$ cat src/rtl/core/idalloc_pkg.sv
`default_nettype none

package idalloc_pkg;

    // id space and field widths
    localparam int ID_BITS_DEF = 16;
    localparam int FIELD_W     = 16;
    localparam int KIND_W      = 2;
    localparam int STATUS_W    = 2;

    // bitmap is stored as words of 2**WORD_LOG bits
    localparam int WORD_LOG = 4;
    localparam int WORD_W   = 1 << WORD_LOG;

    localparam logic [FIELD_W-1:0] START_ID_RESET = 16'd1;
    localparam logic [FIELD_W-1:0] ID_NONE        = 16'hFFFF;

    // request kinds, anything else acts as a query
    localparam logic [KIND_W-1:0] KIND_ALLOC   = 2'd0;
    localparam logic [KIND_W-1:0] KIND_RELEASE = 2'd1;
    localparam logic [KIND_W-1:0] KIND_QUERY   = 2'd2;

    // result status codes
    localparam logic [STATUS_W-1:0] STATUS_DONE      = 2'd0;
    localparam logic [STATUS_W-1:0] STATUS_EXHAUSTED = 2'd1;
    localparam logic [STATUS_W-1:0] STATUS_ABSENT    = 2'd2;

    // control sequencer states
    typedef enum logic [2:0] {
        ST_CLEAR,
        ST_IDLE,
        ST_QRD,
        ST_BMRD,
        ST_SCAN,
        ST_HIT,
        ST_RESP
    } t_state;

endpackage

`default_nettype wire

$ cat src/rtl/core/idalloc_ram.sv
`default_nettype none

module idalloc_ram #(
    parameter int WIDTH = idalloc_pkg::WORD_W,
    parameter int DEPTH = idalloc_pkg::WORD_W,
    localparam int AW   = (DEPTH > 1) ? $clog2(DEPTH) : 1
) (
    input  wire logic             i_clk,
    input  wire logic             i_we,
    input  wire logic [AW-1:0]    i_waddr,
    input  wire logic [WIDTH-1:0] i_wdata,
    input  wire logic             i_re,
    input  wire logic [AW-1:0]    i_raddr,
    output logic      [WIDTH-1:0] o_rdata
);

    logic [WIDTH-1:0] r_mem [DEPTH];
    logic [WIDTH-1:0] r_rdata;

    // one write port, one registered read port
    always_ff @(posedge i_clk) begin
        if (i_we) begin
            r_mem[i_waddr] <= i_wdata;
        end
        if (i_re) begin
            r_rdata <= r_mem[i_raddr];
        end
    end

    assign o_rdata = r_rdata;

endmodule

`default_nettype wire

$ cat config.mk
export PLATFORM = sky130hd
export DESIGN_NAME = idalloc_ram
export DESIGN_NICKNAME = d
export VERILOG_FILES = /design/src/rtl/core/idalloc_pkg.sv /design/src/rtl/core/idalloc_ram.sv
export SDC_FILE = /design/constraint.sdc
export NUM_CORES = 1
export LEC_CHECK = 0
export BUFFER_PORTS_ARGS = -buffer_cell sky130_fd_sc_hd__buf_2
export CAP_MARGIN = 30
export CELL_PAD_IN_SITES_DETAIL_PLACEMENT = 0
export CELL_PAD_IN_SITES_GLOBAL_PLACEMENT = 2
export CORE_ASPECT_RATIO = 1.25
export CORE_MARGIN = 5
export CORE_UTILIZATION = 35
export CTS_CLUSTER_SIZE = 8
export DETAILED_ROUTE_END_ITERATION = 16
export PLACE_DENSITY = 0.65
export SYNTH_ARGS = -nofsm -noshare
export SYNTH_HDL_FRONTEND = slang
export SYNTH_SLANG_ARGS = --single-unit
$ cat constraint.sdc
create_clock -name i_clk -period 2.3 [get_ports i_clk]
set_clock_uncertainty 0.05 [all_clocks]
set_input_delay 0 -clock i_clk [delete_from_list [all_inputs] [get_ports i_clk]]
set_output_delay 0 -clock i_clk [all_outputs]
set_load 0.05 [all_outputs]
Word-level counts from Yosys, hierarchy flattened
Memories as Yosys holds them, arrays and structs flattened. A register that Yosys moved wholly into a read port is not among the register bits.
Cells that the tools add are included.
{"block": "word_totals", "reg_bits": 0, "ram_bits": 256, "inputBits": 27, "output_inout_bits": 16, "word_cells": 3, "mem_count": 1}
{"block": "op_classes", "mux": 2}
{"memory": "r_mem", "words": 16, "word_bits": 16, "rd": 1, "rd_ports_with_merged_regs": 1, "write_ports": 1, "line_no": "idalloc_ram.sv:17", "rtl": "logic [WIDTH-1:0] r_mem [DEPTH];"}
{"operator": "2-to-1 mux 1 bit", "n": 2}

Longest topological paths before layout
{"block": "depth", "word_depth": 2, "ltp_mapped": 5, "ltp_nobuf": 3}

Least setup slack after synthesis
Ideal clock, no wire load.
{"block": "synth_timing", "kind": "in2reg", "from": "input i_waddr[2]", "to": "memory r_mem[0][0] (netlist bit), enable pin", "setup_time_ps": 409, "t_arrival_ps": 1646, "required_ps": 1841, "path_slack_ps": 195, "stages": 2, "n_path_buf": 0, "path_cell_list": "or3b_2 nor3_1"}
{"element": "start: declaration", "line_no": "idalloc_ram.sv:10", "rtl": "input wire logic [AW-1:0] i_waddr,"}
{"element": "end: declaration", "line_no": "idalloc_ram.sv:17"}
Straight into the memory's write port.

==> results by group <==
Run status
  – Status: completed

Setup path
  – Crit start category: register
  – Crit path to: o_rdata[13]$_DFFE_PP_
  – Delay of the slowest critical-path stage: 0.47 ns
  – Crit path DAT: 1.67 ns
  – Crit Path Max Fanout: 1
  – R2R setup slack: 0.82 ns
  – Reg2reg path depth: 3
  – Nature of the critical path endpoint: register
  – Crit path from: r_mem[2][13]$_DFFE_PP_
  – CP Class: register to register
  – Critical path, cell by cell: mux4_2 > a22oi_1 > nand2_1
  – Reg-to-Reg End: o_rdata[13]$_DFFE_PP_
  – Crit-path slowest cell: mux4_2
  – Data required, critical path: 2.48 ns
  – Stages on the worst setup path: 3
  – FF-to-FF Start: r_mem[2][13]$_DFFE_PP_
  – Worst path buffer plus inverter count: 0
  – Top Family by Delay on Critical Path: multiplexers

STA
  – Tmin final: 1.48 ns
  – Endpoints failing setup: 0
  – Final slew viol count: 0
  – Max transition margin: 61.9%
  – Setup TNS: 0 ns
  – Worst-margin pin slew: 0.571 ns
  – Final period util: 64.5%
  – RSZ-0062 raised after global routing: no
  – Final Hold Fails: 0
  – Fmax: 0.674 GHz
  – Worst Slack Setup Final: 0.815 ns

GRT
  – GRT met1 Usage: 19.5%
  – Met2 usage: 23.2%
  – M3 GR Usage: 2.44%
  – Grt ovf: 0
  – Largest net degree at the start of global routing: 65
  – GRT Util Overall: 14.1%
  – Most crowded layer after global routing: met2
  – First-pass GRT wire length: 33,700 um
  – Vias in the first global route: 5,212
  – Antenna violations before repair: 0

Floorplan
  – Die area: 32,700 um^2
  – Die extent in y: 201 um
  – CORE AREA: 29,000 um^2
  – Die W: 163 um
  – Initial Utilization: 35.2%
  – I/O Pins: 43
  – Num rows: 70

Synthesis
  – Number of synthesized register bits: 272
  – Synth cell types: 18
  – Most common cell in the netlist: edfxtp_1
  – Top cells by area, synth: edfxtp_1 80%, mux4_2 12%, mux4_1 2.6%
  – Primary FF master, synth: edfxtp_1
  – Post-synthesis net count: 459
  – Asr flop ratio synth: 0%
  – Synth top area share: 80.0%
  – Mapped Cells: 432
  – Synth cell count leaders: 272 x edfxtp_1, 54 x mux4_2, 32 x a22oi_1
  – EDFF count, synth: 272
  – Post-Syn Area per Cell: 23.6 um^2
  – Post-Syn Area: 10,200 um^2
  – Seq/Total Area, Yosys: 80.0%
  – Area leader, netlist: edfxtp_1
  – Yosys Warn Count: 0

Pwr
  – Sw Share: 20.0%
  – Switching power: 2230 uW
  – Peak supply drop: 0.499 mV
  – Pwr dens: 909 nW/um^2
  – Combinational Power Share: 5.4%
  – Clock share of power: 44.1%
  – Sequential Power Share: 50.5%
  – Leak pwr: 0.00398 uW
  – P_int: 8920 uW

Clock tree
  – Clk sinks: 272
  – Clock Latency Late Sink: 0.50 ns
  – CTS clock-pin slew for the worst setup and hold paths: 0.05 ns
  – Inserted Clock Buffers: 39
  – Setup bufs post-CTS: 0
  – CTS tree: done
  – CTS resizes: 0
  – CTS Root Cell: clkbuf_16
  – H-tree levels: 2
  – Max Root-Sink Buffers: 3
  – Hold-fix buffers at CTS: 16

Detailed routing
  – Drc violations: 0
  – TritonRoute pass-1 iters: 5
  – Initial DRC count: 300
  – Vias: 4,746
  – Post-DRT Antenna Nets: 0
  – DR WL/cell: 24.4 um
  – Total Wirelength: 22,700 um
  – Via/cell ratio: 5.09

Placed design
  – DP HPWL: 12,100 um
  – # port buffers: 42
  – Routability-driven placement congestion ratio: 0.717
  – Pre-CTS worst setup slack: 0.587 ns

Finish
  – Final core occ: 42.3%
  – Antenna cells: 0
  – Syn-to-layout area delta: 20.1%
  – Nets: 563
  – Fill cells: 2,490
  – Layout cell share with drive strength beyond 1: 33.4%

Run
  – Max Cap Violations: 0

Worst hold path
  – Tightest Hold Check Type: input port to register
-- power groups by stage --
stage	clock network (uW)	registers [uW]	logic (uW)
floorplan	0	5800	271
global placement	0	5710	580
detailed placement	0	5720	589
CTS	5020	5630	612
global route	5250	5630	649
finish	4920	5630	600
-- layout by cell type (no fill, tap or decap) --
master,netlist,layout
nand2b_1,2,2
buf_12,0,3
buf_4,3,23
or3b_2,1,1
mux4_2,54,54
nor2_1,13,1
nor2b_1,2,2
nor3_2,0,4
edfxtp_1,272,272
nand2_1,17,17
clkbuf_16,0,41
nand3_1,1,1
a22oi_1,32,32
buf_2,3,41
and2_1,1,1
nand3b_1,2,2
mux4_1,10,10
nor2_2,0,12
dlygate4sd3_1,0,17
-- stage by stage --
step | power, uW | hold slack [ns] | std cells | area [um^2]
6_report | 11100 | 0.121 | 932 | 12300
5_1_grt | 11500 | 0.143 | 932 | 12300
4_1_cts | 11300 | 0.00436 | 931 | 12200
3_5_place_dp | 6310 | 0.341 | 874 | 11100
3_3_place_gp | 6290 | 0.314 | 874 | 11100
2_1_floorplan | 6070 | 0.0489 | 432 | 10200
-- worst reg2reg max path, delay by kind of cell, from the launching register on --
family             cells  cell delay, ns
and+or+nand+nor        1            0.11
muxes                  1            0.47
DFF                    1            0.37
AOI/OAI and AO/OA      1            0.22
-- registers in the layout (all words and copies together) (netlist names) --
signal,cells
r_mem,256
o_rdata,16
-- cell type report --
cell class                      instances  area, um^2  area share [%]
Timing Repair Buffer                   84         608            4.96
Tap cell                              396         495            4.04
Clock buffer                           41        1030            8.37
Sequential cell                       272        8170            66.6
Multi-Input combinational cell        139        1960            16.0
-- worst min path at each step --
stage	startpoint	to	slack [ns]	depth (start not counted)
after floorplan	i_wdata[0]	r_mem[0][0]$_DFFE_PP_	0.05	0
after global placement	i_wdata[11]	r_mem[6][11]$_DFFE_PP_	0.31	1
after detailed placement	i_wdata[14]	r_mem[13][14]$_DFFE_PP_	0.34	1
after CTS	i_re	o_rdata[0]$_DFFE_PP_	0.004	1
after global routing	i_waddr[1]	r_mem[4][8]$_DFFE_PP_	0.14	3
final	i_waddr[1]	r_mem[0][10]$_DFFE_PP_	0.12	3
-- cells by family (layout without fill, tap and decap cells) --
kind of cell           after synthesis  in the layout  synth area share, %
buffers and inverters               21            125                 1.21
AOI/OAI and AO/OA                   32             32                 2.35
muxes                               64             64                 14.5
DFF                                272            272                 80.0
and+or+nand+nor                     43             43                 1.89
-- layer usage --
layer	part of all wire, %	routed length (um)
met3	4.6	1050
met1	43	9830
met5	0	0
met4	1.7	389
met2	50	11500
No activity file was read; power rests on OpenSTA's default activity.
